--- config.mk ---
export PLATFORM = sky130hd
export DESIGN_NAME = hcd_skid
export DESIGN_NICKNAME = d
export VERILOG_FILES = /design/src/hcd_pkg.sv /design/src/hcd_skid.sv
export SDC_FILE = /design/constraint.sdc
export NUM_CORES = 1
export LEC_CHECK = 0
export ABC_AREA = 1
export BUFFER_PORTS_ARGS = -buffer_cell sky130_fd_sc_hd__buf_2
export CAP_MARGIN = 20
export CORE_UTILIZATION = 56
export DETAILED_ROUTE_END_ITERATION = 7
export GPL_ROUTABILITY_DRIVEN = 1
export PLACE_DENSITY = 0.84
export SYNTH_ARGS = -nofsm -noshare
export SYNTH_HDL_FRONTEND = slang
export SYNTH_SLANG_ARGS = --single-unit
--- constraint.sdc ---
create_clock -name i_clk -period 18.8 [get_ports i_clk]
set_input_delay 1.88 -clock i_clk [delete_from_list [all_inputs] [get_ports i_clk]]
set_output_delay 1.88 -clock i_clk [all_outputs]
set_load 0.02 [all_outputs]
--- src/hcd_pkg.sv ---
// Shared types, constants and register codes of the HSV color and depth point filter.
package hcd_pkg;

    localparam int COORD_W  = 32;
    localparam int COLOR_W  = 8;
    localparam int HUE_W    = 15;
    localparam int Q12_W    = 13;
    localparam int CFG_IDX_W = 3;
    localparam int CFG_DATA_W = 32;

    // Hue sector arithmetic: hue = (7680 * x + diff) / (2 * diff), x at most 6 * 255.
    localparam int SECT_W = 11;
    localparam logic [HUE_W-1:0] HUE_FULL = 15'd23040;

    // Divider geometry shared by the saturation and hue lanes.
    localparam int DIV_NUM_W = 24;
    localparam int DIV_DEN_W = 9;
    localparam int DIV_QUO_W = 15;

    localparam logic [DIV_NUM_W-1:0] HUE_NUM_SCALE = 24'd7680;

    // Value is round(max * 4096 / 255) = floor((4096 * max + 127) / 255). The reciprocal
    // multiply by ceil(2^28 / 255) is exact for every 8-bit max.
    localparam int VAL_NUM_W  = 20;
    localparam int VAL_PROD_W = 41;
    localparam int VAL_SHIFT  = 28;
    localparam logic [VAL_NUM_W-1:0]  VAL_ROUND = 20'd127;
    localparam logic [VAL_PROD_W-1:0] VAL_RECIP = 41'd1052689;

    // Pipeline layout: two front stages, one stage per quotient bit, two back stages.
    localparam int FRONT_STAGES = 2;
    localparam int BACK_STAGES  = 2;
    localparam int PIPE_DEPTH   = FRONT_STAGES + DIV_QUO_W + BACK_STAGES;
    localparam int DIV_OUT_TAP  = FRONT_STAGES + DIV_QUO_W - 1;
    localparam int BACK_P1_TAP  = DIV_OUT_TAP + 1;

    typedef enum logic [CFG_IDX_W-1:0] {
        CFG_DEPTH_LIMIT = 3'd0,
        CFG_TARGET_HUE  = 3'd1,
        CFG_HUE_TOL     = 3'd2,
        CFG_SAT_LOW     = 3'd3,
        CFG_SAT_HIGH    = 3'd4,
        CFG_VAL_LOW     = 3'd5,
        CFG_VAL_HIGH    = 3'd6
    } t_cfg_idx;

    typedef struct packed {
        logic signed [COORD_W-1:0] x_coord;
        logic signed [COORD_W-1:0] y_coord;
        logic signed [COORD_W-1:0] z_coord;
        logic [COLOR_W-1:0]        red;
        logic [COLOR_W-1:0]        green;
        logic [COLOR_W-1:0]        blue;
        logic                      last_in_cloud;
    } t_in_item;

    typedef struct packed {
        logic                      keep;
        logic signed [COORD_W-1:0] out_x;
        logic signed [COORD_W-1:0] out_y;
        logic signed [COORD_W-1:0] out_z;
        logic [COLOR_W-1:0]        out_red;
        logic [COLOR_W-1:0]        out_green;
        logic [COLOR_W-1:0]        out_blue;
        logic                      out_last;
    } t_out_item;

    typedef struct packed {
        logic signed [COORD_W-1:0] depth_limit;
        logic [HUE_W-1:0]          target_hue;
        logic [HUE_W-1:0]          hue_tolerance;
        logic [Q12_W-1:0]          sat_low;
        logic [Q12_W-1:0]          sat_high;
        logic [Q12_W-1:0]          val_low;
        logic [Q12_W-1:0]          val_high;
    } t_cfg;

    typedef struct packed {
        logic [DIV_NUM_W-1:0] sat_num;
        logic [DIV_DEN_W-1:0] sat_den;
        logic [DIV_NUM_W-1:0] hue_num;
        logic [DIV_DEN_W-1:0] hue_den;
        logic [Q12_W-1:0]     val;
    } t_div_ops;

    localparam t_cfg CFG_RESET = '{
        depth_limit:   32'sd5898240,
        target_hue:    15'd0,
        hue_tolerance: 15'd1280,
        sat_low:       13'd1229,
        sat_high:      13'd4096,
        val_low:       13'd1229,
        val_high:      13'd4096
    };

endpackage

--- src/hcd_skid.sv ---
// Output register with a skid stage between the pipeline and the result channel.
module hcd_skid (
    input  logic               i_clk,
    input  logic               i_rst_n,
    input  logic               i_valid,
    output logic               o_ready,
    input  hcd_pkg::t_out_item i_item,
    output logic               o_valid,
    input  logic               i_ready,
    output hcd_pkg::t_out_item o_item
);
    import hcd_pkg::*;

    logic      r_out_vld;
    logic      r_skid_vld;
    logic      n_out_vld;
    logic      n_skid_vld;
    logic      load_in;
    logic      load_skid;
    logic      drain_skid;
    t_out_item r_out;
    t_out_item r_skid;

    always_comb begin
        load_in    = 1'b0;
        load_skid  = 1'b0;
        drain_skid = 1'b0;
        n_out_vld  = r_out_vld;
        n_skid_vld = r_skid_vld;
        if (r_skid_vld) begin
            if (i_ready) begin
                drain_skid = 1'b1;
                n_skid_vld = 1'b0;
            end
        end else if (i_valid) begin
            // A new request lands in the skid stage only while the output stalls.
            if (!r_out_vld || i_ready) begin
                load_in   = 1'b1;
                n_out_vld = 1'b1;
            end else begin
                load_skid  = 1'b1;
                n_skid_vld = 1'b1;
            end
        end else if (i_ready) begin
            n_out_vld = 1'b0;
        end
    end

    always_ff @(posedge i_clk) begin
        if (!i_rst_n) begin
            r_out_vld  <= 1'b0;
            r_skid_vld <= 1'b0;
        end else begin
            r_out_vld  <= n_out_vld;
            r_skid_vld <= n_skid_vld;
        end
    end

    always_ff @(posedge i_clk) begin
        if (drain_skid) begin
            r_out <= r_skid;
        end else if (load_in) begin
            r_out <= i_item;
        end
        if (load_skid) begin
            r_skid <= i_item;
        end
    end

    assign o_ready = !r_skid_vld;
    assign o_valid = r_out_vld;
    assign o_item  = r_out;

endmodule

==> out/results.tsv, run 1 <==
stage	metric	value	unit
worst_setup_path	largest fanout on the critical path	69	
yosys	Yosys top cell by area	edfxtp_1	
outcome	outcome	finished clean	
yosys	Seq cells post-synth	246	
yosys	synthesized area	9234	um^2
worst_setup_path	worst flop-to-flop path startpoint	o_valid	
yosys	Seq/Total Area, Yosys	0.7978	
clocking	Clock Root Buffer	clkbuf_16	
pwr	Peak VDD IR	0.08501	mV
sta	Setup WS post-layout	14.91	ns
die	initial core utilization	0.5771	
sta	min Tclk post-route	3.886	ns
yosys	Yosys Warn Count	0	
die	num ports	250	
worst_setup_path	CP Data Required Time	18.92	ns
yosys	largest cells by area after synthesis	edfxtp_1, nand2_1, nand3_1	
sta	Hold Fails Final Rpt	0	
job	max_cap viols	0	
yosys	Synth Area per Inst	13.74	um^2
sta	f_max	0.2573	GHz
sta	Worst-Margin Slew	1.014	ns
die	Die ar.	17010	um^2
sta	final setup TNS	0	ns
worst_setup_path	Critical Path AT	4.01	ns
placement	input/output buffers	249	
worst_setup_path	Crit. End Element	flip-flop	
min_path	HP Class	flip-flop to flip-flop	
placement	Placed Instance Area	10560	um^2
clocking	CTS tree	yes	
sta	Setup Skew	0.007157	ns
drt	Residual DRC	0	
drt	post-route ant nets	0	
cells_and_area	nets@finish	1039	
worst_setup_path	Worst Path Class, Setup	input pin to flip-flop	
sta	RSZ-0062 raised after global routing	false	
drt	DR iter-0 viols	483	
clocking	number of clock buffers inserted by TritonCTS	25	
sta	Slew headroom	0.3241	
die	Rows	46	
min_path	HP Start	r_skid[110]	
pwr	LEAKAGE	4.785	nW
clocking	clock sink total	246	
pwr	Pwr per Cell Area	106.6	nW/um^2
drt	DR vias	5959	
placement	gpl congestion	0.7962	
cells_and_area	fin area	11340	um^2
clocking	# hold bufs at CTS	0	
global_routing	GRT Total Usage	0.2181	
placement	DP Cell Count	1102	
global_routing	GRT Residual Overflow	0	
sta	Setup violations, final	0	
cells_and_area	Finished Layout Cells	1148	
worst_setup_path	CP startpoint kind	input pin	
global_routing	pin count of the biggest net entering global routing	93	
yosys	share of the synthesized area in the top cell type	0.7935	
drt	Avg WL per Cell	16.54	um
sta	Slew Viols, Final	0	
placement	Place WS	14.39	ns
die	Die Span X	130.4	um
sta	final hold slack	0.5350	ns
drt	Routed WL	18990	um
cells_and_area	Area Overhead vs Synth	22.78	%
cells_and_area	share of post-route cells with drive strength above 1	0.3201	
global_routing	first-pass GRT wire length	28130	um
clocking	clock tree buffer depth	3	
drt	first drt pass iteration count	5	
clocking	H-tree depth	1	
sta	final worst-path cycle share	0.2067	
clocking	Post-CTS Setup Bufs	0	
global_routing	initial antenna violation count	2	
die	die height	130.4	um
worst_setup_path	Setup crit start	i_ready	
clocking	CTS resizes	0	
die	core area	16000	um^2
placement	dpl hpwl	11820	um
yosys	Syn Inst Count	672	
yosys	syn_nets	798	
global_routing	vias in the first global route	5535	
clocking	Reg clk slew, reported paths	0.06	ns
yosys	Netlist cell types	13	
drt	vias per cell	5.191	
clocking	Skew-Pair Late Insertion Delay	0.50	ns
==> sequential cells by signal, summed over array words and instances, names as in the netlist <==
signal,cells
o_valid,1
r_skid,122
o_item,122
r_skid_vld,1
==> power by group <==
group | switching, W | internal [W] | leakage [nW]
logic | 0.0000689 | 0.0000298 | 2.09
registers | 0.00000756 | 0.000637 | 2.31
clock network | 0.000195 | 0.000271 | 0.385
total | 0.000272 | 0.000937 | 4.78
==> synth_stat cells <==
library cell,n
buf_2,27
nand2_1,250
dfxtp_1,2
o21ai_0,1
edfxtp_1,244
buf_6,9
clkbuf_1,3
nand3_1,123
nand2_2,1
inv_1,7
buf_4,2
a21oi_1,1
nor2_1,2
==> logic make-up after synthesis <==
| family | share of synthesized area |
|---|---|
| and+or+nand+nor | 0.1698 |
| DFF | 0.7978 |
| buffers and inverters | 0.03130 |
| AOI/OAI and AO/OA | 0.001083 |
==> cell type report <==
cell class | count | area, um^2
sequential | 246 | 7371
fill | 1118 | 4663
multi-input combinational | 378 | 1594
timing repair buffer | 255 | 1294
clock buffer | 27 | 633.1
tap | 216 | 270.3
clock inverter | 18 | 143.9
inverter | 7 | 28.78
antenna | 1 | 2.502
==> critical path, cell delays in order <==
cell     delay, ns
buf_4         0.26
nor2_1        0.28
nand2_1       0.15
inv_4         0.52
buf_4         0.81
==> layout by cell type, fill, tap and decap left out, types with 2 or more instances in the layout <==
| master | count |
|---|---|
| buf_2 | 248 |
| clkbuf_1 | 2 |
| bufinv_16 | 2 |
| clkinv_1 | 4 |
| clkinv_2 | 9 |
| inv_1 | 6 |
| buf_4 | 7 |
| clkinvlp_4 | 2 |
| clkbuf_16 | 25 |
| edfxtp_1 | 244 |
| nor2_1 | 2 |
| nand2_1 | 250 |
| nand3_1 | 123 |
==> layer usage <==
metal	up-vias	part of all wire	wire, um	track usage
met1	2788	0.38	7301	0.2762
met3	50	0.069	1319	0.04235
met4	2	0.037	693	0.08925
li1	2853	-	-	-
met2	266	0.51	9660	0.3727
met5	-	0.00053	10	0
==> through the flow <==
stage | total power, W | util
final | 0.001209 | 0.7086
after global routing | 0.001247 | 0.7086
after CTS | 0.001218 | 0.7084
after detailed placement | 0.0007546 | 0.6598
after global placement | 0.0007516 | 0.6598
after floorplan | 0.0007178 | -
==> path summary, 6_finish.rpt <==
| path | cells after the start | end | slack (ns) |
|---|---|---|---|
| max | 5 | r_skid[22] | 14.91 |
| min | 2 | o_item[110] | 0.54 |
| max reg2reg | 5 | r_skid[22] | 16.25 |
| min reg2reg | 2 | o_item[110] | 0.54 |
Power figures use the tool's default switching activity.
==> run 2: changes to the inputs <==
ABC_AREA = 0   (was 1)
CORE_UTILIZATION = 52   (was 56)
PLACE_DENSITY = 0.79   (was 0.84)
clock period = 4.07 ns   (was 18.8 ns; I/O delays follow)
==> out/results.tsv, run 2 <==
stage	metric	value	unit	change
outcome	outcome	finished clean		unchanged
pwr	sw frac	0.2170		was 0.2249
pwr	clock share of power	0.375		was 0.386
sta	Slew headroom	0.2178		was 0.3241
sta	final hold slack	0.09539	ns	was 0.5350 ns
sta	Setup violations, final	0		unchanged
clocking	number of clock buffers inserted by TritonCTS	25		unchanged
pwr	NetSw	0.001197	W	was 0.0002719 W
global_routing	pin count of the biggest net entering global routing	111		was 93
cells_and_area	Filler cells	1173		was 1118
yosys	Yosys top cell by area	edfxtp_1		unchanged
worst_setup_path	reg-to-reg endpoint	o_item[42]		was r_skid[22]
yosys	Seq/Total Area, Yosys	0.7984		was 0.7978
global_routing	initial antenna violation count	0		was 2
global_routing	first-pass GRT wire length	25750	um	was 28130 um
drt	first drt pass iteration count	4		was 5
worst_setup_path	Crit. End Element	flip-flop		unchanged
worst_setup_path	Critical Path AT	2.73	ns	was 4.01 ns
pwr	Pwr per Cell Area	481.7	nW/um^2	was 106.6 nW/um^2
die	die height	135.2	um	was 130.4 um
placement	dpl hpwl	11500	um	was 11820 um
yosys	Netlist cell types	17		was 13
global_routing	GRT Total Usage	0.1852		was 0.2181
yosys	Most used DFF post-synth	edfxtp_1		unchanged
global_routing	GRT Residual Overflow	0		unchanged
cells_and_area	commonest non-fill, non-tap cell in the layout	buf_2		was nand2_1
yosys	Yosys Warn Count	0		unchanged
worst_setup_path	CP Data Required Time	4.31	ns	was 18.92 ns
drt	Routed WL	17290	um	was 18990 um
sta	Setup Skew	0.008177	ns	was 0.007157 ns
yosys	largest cells by area after synthesis	edfxtp_1, mux2_4, mux2_2		was edfxtp_1, nand2_1, nand3_1
pwr	LEAKAGE	4.650	nW	was 4.785 nW
pwr	Power Total	0.005515	W	was 0.001209 W
job	max_cap viols	0		unchanged
pwr	sequential power share	0.539		was 0.533
clocking	Reg clk slew, reported paths	0.06	ns	about the same
placement	gpl congestion	0.7698		was 0.7962
cells_and_area	nets@finish	786		was 1039
clocking	CTS resizes	0		unchanged
worst_setup_path	worst flop-to-flop path startpoint	r_skid_vld		was o_valid
cells_and_area	commonest cells after routing, fill and taps aside	buf_2, edfxtp_1, mux2_4, mux2_2, clkbuf_16		was nand2_1, buf_2, edfxtp_1, nand3_1, clkbuf_16
cells_and_area	ant diodes	0		was 1
drt	Residual DRC	0		unchanged
yosys	Seq cells post-synth	246		unchanged
yosys	Syn Inst Count	393		was 672
cells_and_area	Area Overhead vs Synth	24.07	%	was 22.78%
pwr	Comb pwr share	0.086		was 0.082
drt	Avg WL per Cell	19.19	um	was 16.54 um
worst_setup_path	cells on worst reg2reg path	3		was 5
die	Die Span X	135.2	um	was 130.4 um
yosys	synth cell count leaders	edfxtp_1, mux2_4, mux2_2, buf_6, buf_2		was nand2_1, edfxtp_1, nand3_1, buf_2, buf_6
clocking	clock sink total	246		unchanged
clocking	clock tree buffer depth	3		unchanged
die	initial core utilization	0.5335		was 0.5771
yosys	share of the synthesized area in the top cell type	0.7940		was 0.7935
die	core area	17300	um^2	was 16000 um^2
die	num ports	250		unchanged
sta	Slew Viols, Final	0		unchanged
cells_and_area	Util after Layout	0.6619		was 0.7086
sta	Hold Fails Final Rpt	0		unchanged
sta	f_max	0.4017	GHz	
clocking	Post-CTS Setup Bufs	0		unchanged
sta	final worst-path cycle share	0.6117		
global_routing	vias in the first global route	4764		was 5535
worst_setup_path	largest fanout on the critical path	110		was 69
clocking	CTS tree	yes		unchanged
sta	Worst-Margin Slew	1.173	ns	was 1.014 ns
clocking	Clock Root Buffer	clkbuf_16		unchanged
sta	final setup TNS	0	ns	unchanged
clocking	Skew-Pair Late Insertion Delay	0.50	ns	about the same
pwr	Peak VDD IR	0.3202	mV	was 0.08501 mV
drt	DR vias	4588		was 5959
sta	RSZ-0062 raised after global routing	false		unchanged
worst_setup_path	Setup crit start	r_skid_vld		was i_ready
cells_and_area	share of post-route cells with drive strength above 1	0.6124		was 0.3201
yosys	Synth Area per Inst	23.48	um^2	was 13.74 um^2
drt	DR iter-0 viols	296		was 483
drt	vias per cell	5.092		was 5.191
yosys	EDFF count, synth	244		unchanged
worst_setup_path	R2R Setup Slk	1.58	ns	was 16.25 ns
clocking	# hold bufs at CTS	0		unchanged
placement	DP Cell Count	858		was 1102
yosys	syn_nets	519		was 798
yosys	most frequent cell after synthesis	edfxtp_1		was nand2_1
worst_setup_path	CP endpoint	o_item[42]		was r_skid[22]
yosys	ys async rst share	0		unchanged
yosys	synthesized area	9228	um^2	was 9234 um^2
sta	min Tclk post-route	2.490	ns	
cells_and_area	Finished Layout Cells	901		was 1148
placement	input/output buffers	249		unchanged
drt	post-route ant nets	0		unchanged
worst_setup_path	Worst Path Class, Setup	flip-flop to flip-flop		was input pin to flip-flop
min_path	HP Class	input pin to flip-flop		was flip-flop to flip-flop
worst_setup_path	CP startpoint kind	flip-flop		was input pin
die	Die ar.	18280	um^2	was 17010 um^2
pwr	Internal	0.004318	W	was 0.0009372 W
clocking	H-tree depth	1		unchanged
die	Rows	48		was 46
[run 2: cell types whose count changed in the layout (fill, tap and decap cells not counted), sizes merged, moves of 2 or more]
cell,before,now
nand2,251,3
nand3,123,0
mux2,0,122
inv,8,2
buf,255,253
[run 2: logic make-up (layout without fill, tap and decap cells)]
| family | after synthesis | in the layout | synth area share |
|---|---|---|---|
| simple gates | 8 | 8 | 0.004611 |
| compound gates | 3 | 3 | 0.002033 |
| mux | 122 | 122 | 0.1814 |
| buf+inv | 14 | 297 | 0.01356 |
| flops | 246 | 246 | 0.7984 |
[run 2: worst max-delay path, stage by stage (launching register included)]
cell     delay, ns
dfxtp_1       0.59
nand2_8       0.56
buf_4         0.52
mux2_4        0.32
[run 2: power groups by stage]
stage               registers (W)  logic [W]  clock network, W
detailed placement        0.00303   0.000478                 0
global placement          0.00302   0.000460                 0
CTS                       0.00298   0.000480           0.00212
floorplan                 0.00315   0.000149                 0
finish                    0.00297   0.000473           0.00207
global route              0.00298   0.000504           0.00221
[run 2: layout make-up]
| cell class | count | area, um^2 | share of cell area |
|---|---|---|---|
| Clock buffer | 28 | 636.9 | 0.05563 |
| Clock inverter | 15 | 101.3 | 0.008852 |
| Inverter | 1 | 3.754 | 0.0003279 |
| Multi-Input combinational cell | 133 | 1769 | 0.1545 |
| Sequential cell | 246 | 7367 | 0.6435 |
| Tap cell | 225 | 281.5 | 0.02459 |
| Timing Repair Buffer | 253 | 1289 | 0.1126 |
[run 2: how the worst min path moves through the flow]
stage / from / endpoint / slack (ns) / cells after the start
after detailed placement: o_valid / o_valid / 0.49 / 2
after CTS: i_item[57] / r_skid[57] / 0.07 / 1
after global placement: o_valid / o_valid / 0.47 / 2
final: i_item[14] / r_skid[14] / 0.1 / 1
after global routing: i_item[120] / r_skid[120] / 0.07 / 1
after floorplan: i_item[0] / r_skid[0] / 0.51 / 0
[run 2: per-layer routing]
metal | part of all wire | GRT usage
met1 | 0.41 | 0.2447
met2 | 0.50 | 0.3123
met3 | 0.077 | 0.04227
met4 | 0.015 | 0.04494
met5 | 0 | 0
[run 2: metrics by stage]
stage / setup WS, ns / area [um^2]
final: 1.580 / 11450
after global routing: 1.505 / 11450
after CTS: 1.677 / 11450
after detailed placement: 1.650 / 10710
after global placement: 1.708 / 10710
after floorplan: 0.1276 / 9239
==> run 3: changes to the inputs <==
CORE_UTILIZATION = 47   (was 52)
PLACE_DENSITY = 0.76   (was 0.79)
clock period = 2.1 ns   (was 4.07 ns; I/O delays follow)
==> out/results.tsv, run 3 (same netlist as run 2, synthesis figures left out) <==
stage	metric	value	unit	change
outcome	outcome	finished clean		unchanged
placement	gpl congestion	0.7636		was 0.7698
sta	final worst-path cycle share	0.7679		was 0.6117
clocking	CTS resizes	0		unchanged
cells_and_area	commonest cells after routing, fill and taps aside	buf_2, edfxtp_1, dlygate4sd3_1, mux2_4, mux2_2		was buf_2, edfxtp_1, mux2_4, mux2_2, clkbuf_16
drt	DR vias	5148		was 4588
worst_setup_path	WP buf/inv	2		was 1
cells_and_area	area occupied by multi-input gates	1777	um^2	was 1769 um^2
sta	Worst-Margin Slew	0.3575	ns	was 1.173 ns
worst_setup_path	CP max stage delay	0.36	ns	was 0.59 ns
global_routing	initial antenna violation count	0		unchanged
worst_setup_path	Setup crit start	r_skid_vld		unchanged
drt	Residual DRC	0		unchanged
placement	input/output buffers	249		unchanged
drt	vias per cell	4.825		was 5.092
cells_and_area	nets@finish	915		was 786
min_path	HP Start	i_valid		was i_item[14]
global_routing	pin count of the biggest net entering global routing	66		was 111
die	Rows	50		was 48
worst_setup_path	Worst Path Class, Setup	flip-flop to flip-flop		unchanged
die	core area	18960	um^2	was 17300 um^2
worst_setup_path	slowest CP cell	dfxtp_1		unchanged
sta	f_max	0.6201	GHz	was 0.4017 GHz
clocking	Reg clk slew, reported paths	0.06	ns	about the same
sta	Setup Skew	0.01858	ns	was 0.008177 ns
drt	Routed WL	19300	um	was 17290 um
placement	Place WS	0.5063	ns	was 1.650 ns
cells_and_area	commonest non-fill, non-tap cell in the layout	buf_2		unchanged
drt	DR iter-0 viols	220		was 296
sta	Hold Fails Final Rpt	0		unchanged
clocking	H-tree depth	1		unchanged
die	die height	142.1	um	was 135.2 um
drt	Avg WL per Cell	18.09	um	was 19.19 um
placement	DP Cell Count	899		was 858
global_routing	GRT Residual Overflow	0		unchanged
clocking	clock tree buffer depth	3		unchanged
clocking	CTS tree	yes		unchanged
worst_setup_path	R2R Setup Slk	0.49	ns	was 1.58 ns
job	max_cap viols	0		unchanged
min_path	HP Class	input pin to flip-flop		unchanged
global_routing	first-pass GRT wire length	29050	um	was 25750 um
sta	Slew Viols, Final	0		unchanged
clocking	clock sink total	246		unchanged
pwr	LEAKAGE	5.220	nW	was 4.650 nW
cells_and_area	share of post-route cells with drive strength above 1	0.5161		was 0.6124
die	num ports	250		unchanged
sta	Setup WS post-layout	0.4874	ns	was 1.580 ns
drt	first drt pass iteration count	4		unchanged
cells_and_area	Area Overhead vs Synth	39.39	%	was 24.07%
cells_and_area	FF+latch area	7371	um^2	was 7367 um^2
worst_setup_path	largest fanout on the critical path	57		was 110
pwr	Pwr per Cell Area	849.5	nW/um^2	was 481.7 nW/um^2
sta	RSZ-0062 raised after global routing	false		unchanged
worst_setup_path	family with the most delay on the worst path	buffers and inverters		was flip-flops
global_routing	GRT Total Usage	0.1879		was 0.1852
sta	min Tclk post-route	1.613	ns	was 2.490 ns
worst_setup_path	Crit. End Element	flip-flop		unchanged
clocking	Skew-Pair Late Insertion Delay	0.51	ns	was 0.50 ns
sta	Slew headroom	0.7617		was 0.2178
placement	dpl hpwl	11140	um	was 11500 um
die	Die ar.	20200	um^2	was 18280 um^2
worst_setup_path	CP startpoint kind	flip-flop		unchanged
sta	Setup violations, final	0		unchanged
clocking	number of clock buffers inserted by TritonCTS	25		unchanged
worst_setup_path	worst flop-to-flop path startpoint	r_skid_vld		unchanged
die	Die Span X	142.1	um	was 135.2 um
pwr	Peak VDD IR	0.6976	mV	was 0.3202 mV
die	initial core utilization	0.4868		was 0.5335
cells_and_area	Filler cells	1218		was 1173
worst_setup_path	CP Data Required Time	2.27	ns	was 4.31 ns
worst_setup_path	Critical Path AT	1.78	ns	was 2.73 ns
global_routing	vias in the first global route	5389		was 4764
cells_and_area	Finished Layout Cells	1067		was 901
worst_setup_path	CP Cell Sequence	buf_4 > nor2_1 > o22a_4 > buf_12		was nand2_8 > buf_4 > mux2_4
drt	post-route ant nets	0		unchanged
clocking	Clock Root Buffer	clkbuf_16		unchanged
## run 3: cell types whose count changed in the layout (fill, tap and decap cells not counted), sizes merged
cell / change
buf: +6
inv: -1
diode: +1
dlygate4sd3: +123
clkinv: -1
clkbuf: +3
## run 3: area by class of cell
type                       count  area share
multi-input combinational    133      0.1381
inverter                       1   0.0002918
tap                          260     0.02529
clock buffer                  31     0.05039
timing repair buffer         382      0.2062
antenna                        1   0.0001946
sequential                   246      0.5731
clock inverter                13    0.006420
## run 3: report_power, final
part	switching (W)	internal, W
registers	0.0000690	0.00570
clock network	0.00174	0.00229
logic	0.000587	0.000536
total	0.00240	0.00853
## run 3: worst paths after layout
| check | cells after the start | endpoint |
|---|---|---|
| max | 4 | o_item[65] |
| min reg2reg | 2 | o_valid |
| min | 3 | r_skid_vld |
| max reg2reg | 4 | o_item[65] |
## run 3: worst reg2reg max path: stages (launching register included)
cell and delay (ns):
dfxtp_1 0.36, buf_4 0.19, nor2_1 0.12, o22a_4 0.26, buf_12 0.30
## run 3: layer usage
| metal | vias to the layer above | track usage | wire (um) |
|---|---|---|---|
| li1 | 2369 | - | - |
| met1 | 2527 | 0.2361 | 8002 |
| met2 | 213 | 0.3215 | 9607 |
| met3 | 39 | 0.04240 | 1244 |
| met4 | 0 | 0.06452 | 446 |
| met5 | - | 0 | 0 |
## run 3: repair_timing
action / CTS / global route
setup buffers: 0 / 0
hold buffers: 123 / 0
endpoints found under the hold margin: 146 / 0
## run 3: per-stage QoR
stage / total power (W) / hold slack (ns) / cell area (um^2) / TNS [ns] / util
final: 0.01093 / 0.04541 / 12860 / 0 / 0.6785
after global routing: 0.01131 / 0.03440 / 12860 / 0 / 0.6784
after CTS: 0.01103 / 0.001909 / 12860 / 0 / 0.6784
after detailed placement: 0.006799 / 0.4034 / 10900 / 0 / 0.5749
after global placement: 0.006765 / 0.4015 / 10900 / 0 / 0.5749
after floorplan: 0.006393 / 0.3089 / 9251 / -251.50 / -
